**src/rtl/atga_pkg.sv**
```systemverilog
// shared types and constants for the averaged temperature and gas alarm
`default_nettype none
package atga_pkg;

  // configuration register indexes
  typedef enum logic [2:0] {
    REG_TICK_MS        = 3'd0,
    REG_GAS_BLINK_MS   = 3'd1,
    REG_TEMP_BLINK_MS  = 3'd2,
    REG_BOTH_BLINK_MS  = 3'd3,
    REG_THRESH_BASE_C  = 3'd4,
    REG_THRESH_SPAN_C  = 3'd5
  } cfg_reg_t;

  localparam int CFG_IDX_W  = 3;
  localparam int CFG_DATA_W = 16;
  localparam int TICK_W     = 10;
  localparam int PERIOD_W   = 16;
  localparam int DEG_W      = 9;
  localparam int ACCUM_W    = 17;

  localparam logic [TICK_W-1:0]   TICK_MS_RST      = 10'd10;
  localparam logic [PERIOD_W-1:0] GAS_BLINK_RST    = 16'd1000;
  localparam logic [PERIOD_W-1:0] TEMP_BLINK_RST   = 16'd500;
  localparam logic [PERIOD_W-1:0] BOTH_BLINK_RST   = 16'd100;
  localparam logic [DEG_W-1:0]    THRESH_BASE_RST  = 9'd20;
  localparam logic [DEG_W-1:0]    THRESH_SPAN_RST  = 9'd30;

  // full-scale temperature in degrees C
  localparam int TEMP_FULL_SCALE_C = 330;

  // one result beat as held in the output queue
  typedef struct packed {
    logic alarm_active;
    logic led_on;
    logic gas_alarm;
    logic temp_alarm;
    logic over_temp_raw;
  } result_t;

endpackage
`default_nettype wire

```
**src/rtl/averaged_temp_gas_alarm.sv**
```systemverilog
// averaged temperature and gas alarm with blinking led, ring memory and output queue
//
//  channel   direction  handshake               payload
//  in        input      in_valid / in_stall     temp_sample, pot_sample, gas_pin_level,
//                                               test_button
//  out       output     out_valid / out_stall   alarm_active, led_on, gas_alarm,
//                                               temp_alarm, over_temp_raw
//  cfg       input      cfg_we                  cfg_index, cfg_data
//
// new beats are accepted while earlier ones are in flight, up to four in flight or queued;
// a result passes the stage 1, 2 and 3 registers before it enters the output queue
// the ring memory is read when a beat is accepted and written back in the cycle after
// reset is synchronous; in_stall is high during reset
// in_stall rises once the four-entry output queue plus beats in flight are full,
// so a result leaving the queue frees its slot only in the following cycle
`default_nettype none
module averaged_temp_gas_alarm #(
  parameter int AVG_DEPTH = 100,
  parameter int ADC_BITS  = 12
) (
  input  wire                          clk,
  input  wire                          rst,
  input  wire                          in_valid,
  output logic                         in_stall,
  input  wire  [ADC_BITS-1:0]          temp_sample,
  input  wire  [ADC_BITS-1:0]          pot_sample,
  input  wire                          gas_pin_level,
  input  wire                          test_button,
  output logic                         out_valid,
  input  wire                          out_stall,
  output logic                         alarm_active,
  output logic                         led_on,
  output logic                         gas_alarm,
  output logic                         temp_alarm,
  output logic                         over_temp_raw,
  input  wire                          cfg_we,
  input  wire  [atga_pkg::CFG_IDX_W-1:0]  cfg_index,
  input  wire  [atga_pkg::CFG_DATA_W-1:0] cfg_data
);
  import atga_pkg::*;

  localparam int SLOT_W  = (AVG_DEPTH > 1) ? $clog2(AVG_DEPTH) : 1;
  localparam int FILL_W  = $clog2(AVG_DEPTH + 1);
  localparam int SUM_W   = ADC_BITS + FILL_W;
  localparam int CMP_W   = SUM_W + 10;
  localparam int PROD_W  = DEG_W + ADC_BITS;
  localparam int unsigned ADC_FS = (1 << ADC_BITS) - 1;
  localparam int unsigned N_FS   = AVG_DEPTH * ADC_FS;
  localparam int Q_DEPTH = 4;
  localparam int Q_PTR_W = 2;
  localparam int Q_CNT_W = 3;

  // configuration registers
  logic [TICK_W-1:0]   tick_ms;
  logic [PERIOD_W-1:0] gas_blink_ms;
  logic [PERIOD_W-1:0] temp_blink_ms;
  logic [PERIOD_W-1:0] both_blink_ms;
  logic [DEG_W-1:0]    threshold_base_c;
  logic [DEG_W-1:0]    threshold_span_c;

  always_ff @(posedge clk) begin
    if (rst) begin
      tick_ms          <= TICK_MS_RST;
      gas_blink_ms     <= GAS_BLINK_RST;
      temp_blink_ms    <= TEMP_BLINK_RST;
      both_blink_ms    <= BOTH_BLINK_RST;
      threshold_base_c <= THRESH_BASE_RST;
      threshold_span_c <= THRESH_SPAN_RST;
    end else if (cfg_we) begin
      unique case (cfg_index)
        REG_TICK_MS:       tick_ms          <= cfg_data[TICK_W-1:0];
        REG_GAS_BLINK_MS:  gas_blink_ms     <= cfg_data;
        REG_TEMP_BLINK_MS: temp_blink_ms    <= cfg_data;
        REG_BOTH_BLINK_MS: both_blink_ms    <= cfg_data;
        REG_THRESH_BASE_C: threshold_base_c <= cfg_data[DEG_W-1:0];
        REG_THRESH_SPAN_C: threshold_span_c <= cfg_data[DEG_W-1:0];
        default: ;
      endcase
    end
  end

  // output queue bookkeeping
  logic                 s1_valid, s2_valid, s3_valid;
  logic [Q_CNT_W-1:0]   q_count;
  logic [Q_CNT_W-1:0]   in_flight;
  logic                 in_accept;
  logic                 q_pop;

  assign in_flight = Q_CNT_W'(s1_valid) + Q_CNT_W'(s2_valid) + Q_CNT_W'(s3_valid);
  assign in_stall  = rst || ((q_count + in_flight) >= Q_CNT_W'(Q_DEPTH));
  assign in_accept = in_valid && !in_stall;

  // stage 0: ring address and fill tracking
  logic [SLOT_W-1:0]   write_slot;
  logic [FILL_W-1:0]   slots_filled;
  logic [ADC_BITS-1:0] first_sample;
  logic [ADC_BITS-1:0] prev_pot;

  always_ff @(posedge clk) begin
    if (rst) begin
      write_slot   <= '0;
      slots_filled <= '0;
      first_sample <= '0;
      prev_pot     <= '0;
    end else if (in_accept) begin
      write_slot <= (write_slot == SLOT_W'(AVG_DEPTH - 1)) ? '0 : write_slot + 1'b1;
      if (slots_filled != FILL_W'(AVG_DEPTH)) begin
        slots_filled <= slots_filled + 1'b1;
      end
      if (slots_filled == '0) begin
        first_sample <= temp_sample;
      end
      prev_pot <= pot_sample;
    end
  end

  // ring memory
  logic [ADC_BITS-1:0] ring [AVG_DEPTH];
  logic [ADC_BITS-1:0] ring_rd;
  logic                fwd_hit;
  logic [ADC_BITS-1:0] fwd_data;

  // stage 1 registers
  logic [ADC_BITS-1:0] s1_temp;
  logic [ADC_BITS-1:0] s1_prev_pot;
  logic [SLOT_W-1:0]   s1_slot;
  logic                s1_is_first;
  logic                s1_use_first;
  logic                s1_gas;
  logic                s1_test;

  always_ff @(posedge clk) begin
    if (in_accept) begin
      ring_rd <= ring[write_slot];
    end
    if (s1_valid) begin
      ring[s1_slot] <= s1_temp;
    end
  end

  // a write-back to the slot being read in the same cycle bypasses the memory
  always_ff @(posedge clk) begin
    if (rst) begin
      fwd_hit <= 1'b0;
    end else begin
      fwd_hit <= s1_valid && in_accept && (s1_slot == write_slot);
    end
    fwd_data <= s1_temp;
  end

  always_ff @(posedge clk) begin
    if (rst) begin
      s1_valid <= 1'b0;
    end else begin
      s1_valid <= in_accept;
    end
    if (in_accept) begin
      s1_temp      <= temp_sample;
      s1_prev_pot  <= prev_pot;
      s1_slot      <= write_slot;
      s1_is_first  <= (slots_filled == '0);
      s1_use_first <= (slots_filled != FILL_W'(AVG_DEPTH));
      s1_gas       <= !gas_pin_level || test_button;
      s1_test      <= test_button;
    end
  end

  // stage 1: running sum update and span product
  logic [SUM_W-1:0]    sample_sum;
  logic [ADC_BITS-1:0] old_sample;
  logic [PROD_W-1:0]   s2_span_prod;
  logic                s2_gas;
  logic                s2_test;

  always_comb begin
    if (s1_use_first) begin
      old_sample = first_sample;
    end else if (fwd_hit) begin
      old_sample = fwd_data;
    end else begin
      old_sample = ring_rd;
    end
  end

  always_ff @(posedge clk) begin
    if (rst) begin
      sample_sum <= '0;
      s2_valid   <= 1'b0;
    end else begin
      s2_valid <= s1_valid;
      if (s1_valid) begin
        // first beat stands in for every slot
        if (s1_is_first) begin
          sample_sum <= SUM_W'(s1_temp) * SUM_W'(AVG_DEPTH);
        end else begin
          sample_sum <= sample_sum - SUM_W'(old_sample) + SUM_W'(s1_temp);
        end
      end
    end
    s2_span_prod <= PROD_W'(threshold_span_c) * PROD_W'(s1_prev_pot);
    s2_gas       <= s1_gas;
    s2_test      <= s1_test;
  end

  // stage 2: scaled sum against threshold terms
  logic [CMP_W-1:0] s3_lhs;
  logic [CMP_W-1:0] s3_rhs;
  logic             s3_gas;
  logic             s3_test;

  always_ff @(posedge clk) begin
    if (rst) begin
      s3_valid <= 1'b0;
    end else begin
      s3_valid <= s2_valid;
    end
    s3_lhs  <= CMP_W'(sample_sum) * CMP_W'(TEMP_FULL_SCALE_C);
    s3_rhs  <= CMP_W'(N_FS) * CMP_W'(threshold_base_c)
             + CMP_W'(AVG_DEPTH) * CMP_W'(s2_span_prod);
    s3_gas  <= s2_gas;
    s3_test <= s2_test;
  end

  // stage 3: compare, alarms and blink
  logic [ACCUM_W-1:0]  blink_accum_ms;
  logic [ACCUM_W-1:0]  blink_accum_ms_next;
  logic                led_level;
  logic                led_level_next;
  logic [ACCUM_W-1:0]  accum_sum;
  logic [PERIOD_W-1:0] period;
  logic                over;
  logic                hot;
  logic                alarm;
  result_t             res;

  always_comb begin
    over      = s3_lhs > s3_rhs;
    hot       = over || s3_test;
    alarm     = s3_gas || hot;
    accum_sum = blink_accum_ms + ACCUM_W'(tick_ms);
    if (s3_gas && hot) begin
      period = both_blink_ms;
    end else if (s3_gas) begin
      period = gas_blink_ms;
    end else begin
      period = temp_blink_ms;
    end
    blink_accum_ms_next = blink_accum_ms;
    led_level_next      = led_level;
    if (s3_valid) begin
      if (!alarm) begin
        blink_accum_ms_next = '0;
        led_level_next      = 1'b0;
      end else if (accum_sum >= ACCUM_W'(period)) begin
        blink_accum_ms_next = '0;
        led_level_next      = !led_level;
      end else begin
        blink_accum_ms_next = accum_sum;
      end
    end
    res.alarm_active  = alarm;
    res.led_on        = led_level_next;
    res.gas_alarm     = s3_gas;
    res.temp_alarm    = hot;
    res.over_temp_raw = over;
  end

  always_ff @(posedge clk) begin
    if (rst) begin
      blink_accum_ms <= '0;
      led_level      <= 1'b0;
    end else begin
      blink_accum_ms <= blink_accum_ms_next;
      led_level      <= led_level_next;
    end
  end

  // output queue
  result_t             q_mem [Q_DEPTH];
  logic [Q_PTR_W-1:0]  q_wr_ptr;
  logic [Q_PTR_W-1:0]  q_rd_ptr;
  result_t             q_head;

  assign q_pop = out_valid && !out_stall;

  always_ff @(posedge clk) begin
    if (rst) begin
      q_wr_ptr <= '0;
      q_rd_ptr <= '0;
      q_count  <= '0;
    end else begin
      if (s3_valid) begin
        q_wr_ptr <= q_wr_ptr + 1'b1;
      end
      if (q_pop) begin
        q_rd_ptr <= q_rd_ptr + 1'b1;
      end
      q_count <= q_count + Q_CNT_W'(s3_valid) - Q_CNT_W'(q_pop);
    end
    if (s3_valid) begin
      q_mem[q_wr_ptr] <= res;
    end
  end

  assign q_head        = q_mem[q_rd_ptr];
  assign out_valid     = (q_count != '0);
  assign alarm_active  = q_head.alarm_active;
  assign led_on        = q_head.led_on;
  assign gas_alarm     = q_head.gas_alarm;
  assign temp_alarm    = q_head.temp_alarm;
  assign over_temp_raw = q_head.over_temp_raw;

  // queue plus beats in flight never exceed the queue depth
  a_credit: assert property (@(posedge clk) disable iff (rst)
    (q_count + in_flight) <= Q_CNT_W'(Q_DEPTH))
    else $error("output queue overcommitted");

  // led is dark whenever no alarm is on
  a_led_dark: assert property (@(posedge clk) disable iff (rst)
    (out_valid && !alarm_active) |-> !led_on)
    else $error("led lit without alarm");

  // raw over-temperature always shows up as temperature alarm
  a_temp_alarm: assert property (@(posedge clk) disable iff (rst)
    (out_valid && over_temp_raw) |-> (temp_alarm && alarm_active))
    else $error("over-temperature without alarm");

  // fill count saturates at the ring depth
  a_fill: assert property (@(posedge clk) disable iff (rst)
    (slots_filled == FILL_W'(AVG_DEPTH)) |=> (slots_filled == FILL_W'(AVG_DEPTH)))
    else $error("fill count left saturation");

endmodule
`default_nettype wire

```
**config.mk**
```make
export PLATFORM = sky130hd
export DESIGN_NAME = averaged_temp_gas_alarm
export DESIGN_NICKNAME = d
export VERILOG_FILES = /design/src/rtl/atga_pkg.sv /design/src/rtl/averaged_temp_gas_alarm.sv
export SDC_FILE = /design/constraint.sdc
export NUM_CORES = 2
export LEC_CHECK = 0
export ABC_AREA = 1
export CAP_MARGIN = 40
export CORE_ASPECT_RATIO = 0.7
export CORE_MARGIN = 3
export CORE_UTILIZATION = 34
export DETAILED_ROUTE_END_ITERATION = 10
export DONT_BUFFER_PORTS = 1
export GPL_ROUTABILITY_DRIVEN = 0
export SYNTH_ARGS = -nofsm -noshare
export SYNTH_HDL_FRONTEND = slang
export SYNTH_SLANG_ARGS = --single-unit
```
**constraint.sdc**
```tcl
create_clock -name clk -period 14.71 [get_ports clk]
set_input_delay 1.471 -clock clk [delete_from_list [all_inputs] [get_ports clk]]
set_output_delay 1.471 -clock clk [all_outputs]
set_load 0.05 [all_outputs]
```
# After elaboration in Yosys (flattened, before gate mapping)
# Memory sizes are Yosys's and may differ from the RTL's. A register that Yosys moved wholly into a read port is not among the register bits.
# Cells that the tools add are included.
[word_totals] latch_bits=0 output_inout_bits=7 inputBits=50 ramBits=1220 register_bits=290 memories=2 mem_bits_ro=0
[classes] n_addsub=13 n_shift=0 mul=5 n_lt_le_gt_ge=3 n_eq_ne=8 reduce_logical=24 n_mux=17 bitwise=0 div_mod_pow=0
[memory_table] memory="ring" words=100 width=12 read_ports=1 rd_ports_with_merged_regs=1 wr=1 line_no="averaged_temp_gas_alarm.sv:118" rtl="logic [ADC_BITS-1:0] ring [AVG_DEPTH];"
[memory_table] memory="q_mem" words=4 width=5 read_ports=1 rd_ports_with_merged_regs=1 wr=1 line_no="averaged_temp_gas_alarm.sv:279" rtl="result_t q_mem [Q_DEPTH];"
[ops] op="$mux W17" n=2
[ops] op="$mux W16" n=2
[ops] op="$add A28 B28 Y29" n=1
[ops] op="$gt A28 B29 Y1" n=1
[ops] op="$mul A19 B8 Y27 const B" n=1
[ops] op="$mul A17 B9 Y26 const A" n=1
[ops] op="$mul A5 B21 Y26 const A" n=1
[ops] op="$mux W12" n=2
[ops] op="$mul A9 B12 Y21" n=1
[ops] op="$add A19 B12 Y19" n=1
[ops] op="$mux W19" n=1
[ops] op="$sub A19 B12 Y19" n=1
[ops] op="$add A17 B10 Y17" n=1
[ops] op="$ge A17 B16 Y1" n=1
[ops] op="$mul A12 B5 Y17 const B" n=1
[ops] op="$reduce_and A2 Y1" n=8
[ops] op="$add A7 B1 Y7 const B" n=2
[ops] op="$eq A7 B7 Y1" n=1
[ops] op="$eq A7 B7 Y1 const B" n=1
[ops] op="$logic_not A7 Y1" n=1
[ops] op="$mux W1" n=7
[ops] op="$mux W7" n=1
[ops] op="$ne A7 B7 Y1 const B" n=1
[ops] op="$eq A3 B2 Y1 const B" n=2
[ops] op="other kinds (15)" n=28

# Logic depth before layout (Yosys ltp)
[depth] ltp_word=9 mapped_depth=33 mapped_depth_nobuf=32

# Worst setup path after synthesis
# No wires, ideal clock.
[synth_path] path_type="reg-to-reg" start="register threshold_base_c[6]" end="register s3_rhs[25]" period_less_slack_ns=5.307 path_stages_with_launch=26 n_path_buf=0 path_slack_ns=9.403 t_arrival_ns=5.236 cell_sequence="dfxtp_1 > fa_1 > inv_1 > fa_1 > fa_1 > fa_1 > inv_1 > ha_1 > nand2_1 > nand2_1 > nand2_1 > nand2_1 > a21oi_1 > o21ai_1 > inv_1 > o21ai_1 > a21oi_1 > nor2_1 > nor2_1 > xnor2_1 > ha_1 > nand2_1 > nor4_1 > nand3_1 > nand3_1 > xor2_1"
[synth_via] elab_chain_len=2
[synth_rtl] item="from (decl)" line_no="averaged_temp_gas_alarm.sv:58" rtl="logic [DEG_W-1:0] threshold_base_c;"
[synth_rtl] item="from (signal assigned)" line_no="averaged_temp_gas_alarm.sv:75" rtl="REG_THRESH_BASE_C: threshold_base_c <= cfg_data[DEG_W-1:0];"
[synth_rtl] item="$mul A17 B9 Y26" line_no="averaged_temp_gas_alarm.sv:218" rtl="s3_rhs <= CMP_W'(N_FS) * CMP_W'(threshold_base_c)"
[synth_rtl] item="$add A28 B28 Y29" line_no="averaged_temp_gas_alarm.sv:219" rtl="+ CMP_W'(AVG_DEPTH) * CMP_W'(s2_span_prod);"
[synth_rtl] item="to (signal assigned)" line_no="averaged_temp_gas_alarm.sv:218"
[synth_rtl] item="to (decl)" line_no="averaged_temp_gas_alarm.sv:207" rtl="logic [CMP_W-1:0] s3_rhs;"
# No other way between the ends.
# A chain may end at the register's enable or synchronous reset.

# Final worst setup path
[layout_path] start="register threshold_base_c[6]" end="register s3_rhs[27]"
# The elaborated chain is that of the path after synthesis.

==> impl_results.md <==
- Initial Util: 34.3%
- Cell-internal power: 9650 uW
- Worst R2R Start: threshold_base_c[6]$_SDFFE_PP0P_
- Seq pwr share: 30.9%
- Clk Latency, worst-skew pair: 820 ps
- EDFF count, synth: 1,267
- Initial antenna violation count: 12
- Hold Crit Class: reg2reg
- Critical path fanouts, max: 6
- Mapped Cells: 6,837
- Synthesized Nets: 7,462
- Yosys reg bits: 1,522
- CP Data Required Time: 15,360 ps
- Root Driver: clkbuf_16
- Share of layout cells above drive strength 1: 6.29%
- CTS resizes: 0
- Pwr dens: 201 nW/um2
- Placed standard-cell area: 77,700 um2
- Max cap viols: 0
- Setup ws final: 8690 ps
- Sequential cell area fraction in the yosys report: 58.4%
- Synth async-reset ratio: 0%
- Clock buffer depth: 3
- Syn_area_per_cell: 10.8 um2
- GR Util met2: 25.2%
- Largest cells by area after synthesis: edfxtp_1 (52%), dfxtp_1 (6.9%), ha_1 (6.6%)
- Psw: 6960 uW
- Vias in the first global route: 48.8k
- Worst setup EP type: register
- Core box area: 215,000 um2
- Worst Tran Pin Value: 907 ps
- Die height: 396 um
- Final Hold Fails: 0
- CP arrival: 6680 ps
- Cell with the most instances after synthesis: edfxtp_1
- Die footprint: 223,000 um2
- Static Leak: 0.0316 uW
- Hold EP: s3_test$_DFF_P_
- Period Utilization, post-route: 41.0%
- Tot GR Track Use: 17.7%
- Setup TNS: 0 ps
- Status: finished, final reports clean
- Routed Wire Length: 202,000 um
- Net Sw Frac: 41.9%
- M3 GR Usage: 4.70%
- Cell Rows: 142
- WS Path Type: reg2reg
- Synth top area share: 51.5%
- Setup violators final: 0
- Met1 GRT Util: 26.4%
- Max_slew headroom: 39.4%
- Synth warn: 0
- CP Launch Point: threshold_base_c[6]$_SDFFE_PP0P_
- Most crowded layer after global routing: met1
- WHS Path Cells: 0
- DRC violations left: 0
- Vias post-DR: 51.8k
- First-pass GRT wire length: 306,000 um
- Depth of the worst register-to-register path: 24
- Post-synth top flop: edfxtp_1
- Per-cell routed wire length: 20.5 um
- Gate power share: 46.2%
- Vias per inst: 5.25
- Io pins: 57
- Synthesized cell area: 73,800 um2
- Max-slew violation count: 0
- CTS tree: yes
- Tmin final: 6030 ps
- GRT overflow: 0
- H-tree Lvls: 4
- Largest net degree at the start of global routing: 240
- Critical Path Source Type: register
- Num CTS Buffers: 150
- Pre-CTS setup slack: 8790 ps
- Min-delay src: s2_test$_DFF_P_
- Clock power share: 22.9%
- Die Wd: 563 um
- Port Buf Inserts: 0
- Finished Cell Area: 82,600 um2
- Worst reg2reg path endpoint: s3_rhs[27]$_DFF_P_
- Final clock skew: 69.9 ps
- Post-synth top area cell: edfxtp_1
- # Post-CTS Setup Buffers: 0
- Number of iterations in the first detailed-routing pass: 8
- Hold-fix buffers, CTS: 0
- Iter 0 DRT Violations: 5,770
- Synth top cells by count: edfxtp_1 (1,267), nor2_1 (1,050), o21ai_0 (839)
- RSZ-0062 raised after global routing: no
- Dpl hpwl: 131,000 um
- CTS sink count: 1,522
- Final core occ: 38.4%
- NumNets Final: 7,474
- Post-route ant nets: 0
- Clock transition at path regs: 60 ps
- Yosys cell types: 54
- Synth-to-Final Area Change: 11.8%
- Fmax: 166 MHz
- R2R setup slack: 8690 ps
- VDD IR max: 0.511 mV
-- kinds of logic (layout without fill, tap and decap cells) --
logic type                 Yosys count  count (layout)  synth area share (%)
buffers and inverters              968            1109                  5.38
AOI/OAI and AO/OA                 1576            1576                  11.8
xor gates and xnor gates           136             136                  1.61
other                                0               8                     0
DFF                               1522            1522                  58.4
adders and majority gates          575             575                  11.6
and+or+nand+nor                   2060            2060                  11.2
-- worst max-delay path, stage by stage, from the launching register on --
cell and delay [ps]:
dfxtp_1 380, fa_1 750, inv_1 210, fa_1 560
fa_1 440, fa_1 490, inv_1 40, ha_1 390
nand2_1 90, nor2_1 160, a21oi_1 120, o21ai_1 290
inv_1 70, o21ai_1 210, a21oi_1 140, nor2_1 110
nor2_1 60, xnor2_1 120, ha_1 360, nand2_1 140
nor2_1 170, nand2_1 100, o2111ai_1 270, a21oi_1 90
xor2_1 150
-- worst max path at each step --
stage | endpoint | slack (ps) | depth (start not counted)
after detailed placement | s3_rhs[27]$_DFF_P_ | 8790 | 24
final | s3_rhs[27]$_DFF_P_ | 8690 | 24
after global placement | s3_rhs[25]$_DFF_P_ | 8780 | 25
after CTS | s3_rhs[27]$_DFF_P_ | 8790 | 24
after global routing | s3_rhs[25]$_DFF_P_ | 8270 | 25
after floorplan | s3_rhs[25]$_DFF_P_ | 9400 | 25
-- through the flow --
stage	hold WS (ps)	power, uW	cells
2_1_floorplan	310	10600	6837
3_3_place_gp	311	12500	9539
3_5_place_dp	313	12700	9576
4_1_cts	319	16500	9857
5_1_grt	327	17700	9862
6_report	317	16600	9866
-- flip-flops by register name, indices dropped and copies added (netlist names), 17 cells and up, named ones only --
| register | flops |
|---|---|
| ring | 1200 |
| s3_lhs | 27 |
| s3_rhs | 27 |
| s2_span_prod | 21 |
| q_mem | 20 |
| sample_sum | 19 |
| blink_accum_ms | 17 |
-- routing by layer --
layer | share of wire [%] | wire length (um)
met3 | 10 | 21000
met1 | 45 | 91400
met4 | 2.4 | 4850
met2 | 42 | 85200
met5 | 0.017 | 34
-- power groups by stage --
stage | clock network, uW | logic (uW) | registers, uW
floorplan | 0 | 5390 | 5190
global placement | 0 | 7300 | 5230
detailed placement | 0 | 7450 | 5220
CTS | 3870 | 7510 | 5130
global route | 4050 | 8550 | 5140
finish | 3800 | 7680 | 5130
-- final cells by class --
class | instances | area, um2
Fill cell | 20700 | 132000
Multi-Input combinational cell | 4347 | 26700
Clock buffer | 190 | 3980
Tap cell | 2880 | 3600
Timing Repair Buffer | 186 | 1750
Clock inverter | 91 | 903
Inverter | 642 | 2430
Antenna cell | 8 | 20.0
Sequential cell | 1522 | 43200
-- cells in the final DEF, fill, tap and decap left out, types with 13 or more instances in the layout --
master / count
nand2_1: 711
o21ai_1: 18
clkinv_2: 32
nand3_1: 182
o21bai_1: 13
nand4_1: 56
a31oi_1: 31
a21oi_1: 271
buf_4: 156
xor2_1: 91
o211ai_1: 38
edfxtp_1: 1267
clkbuf_16: 151
a21o_1: 18
ha_1: 392
o22ai_1: 283
fa_1: 183
nor2_1: 1043
o221ai_1: 15
dfxtp_1: 252
o21ai_0: 839
clkbuf_1: 34
xnor2_1: 45
nor3_1: 29
clkinv_1: 33
inv_1: 630
Note: power is estimated with default switching activity, not from simulation.
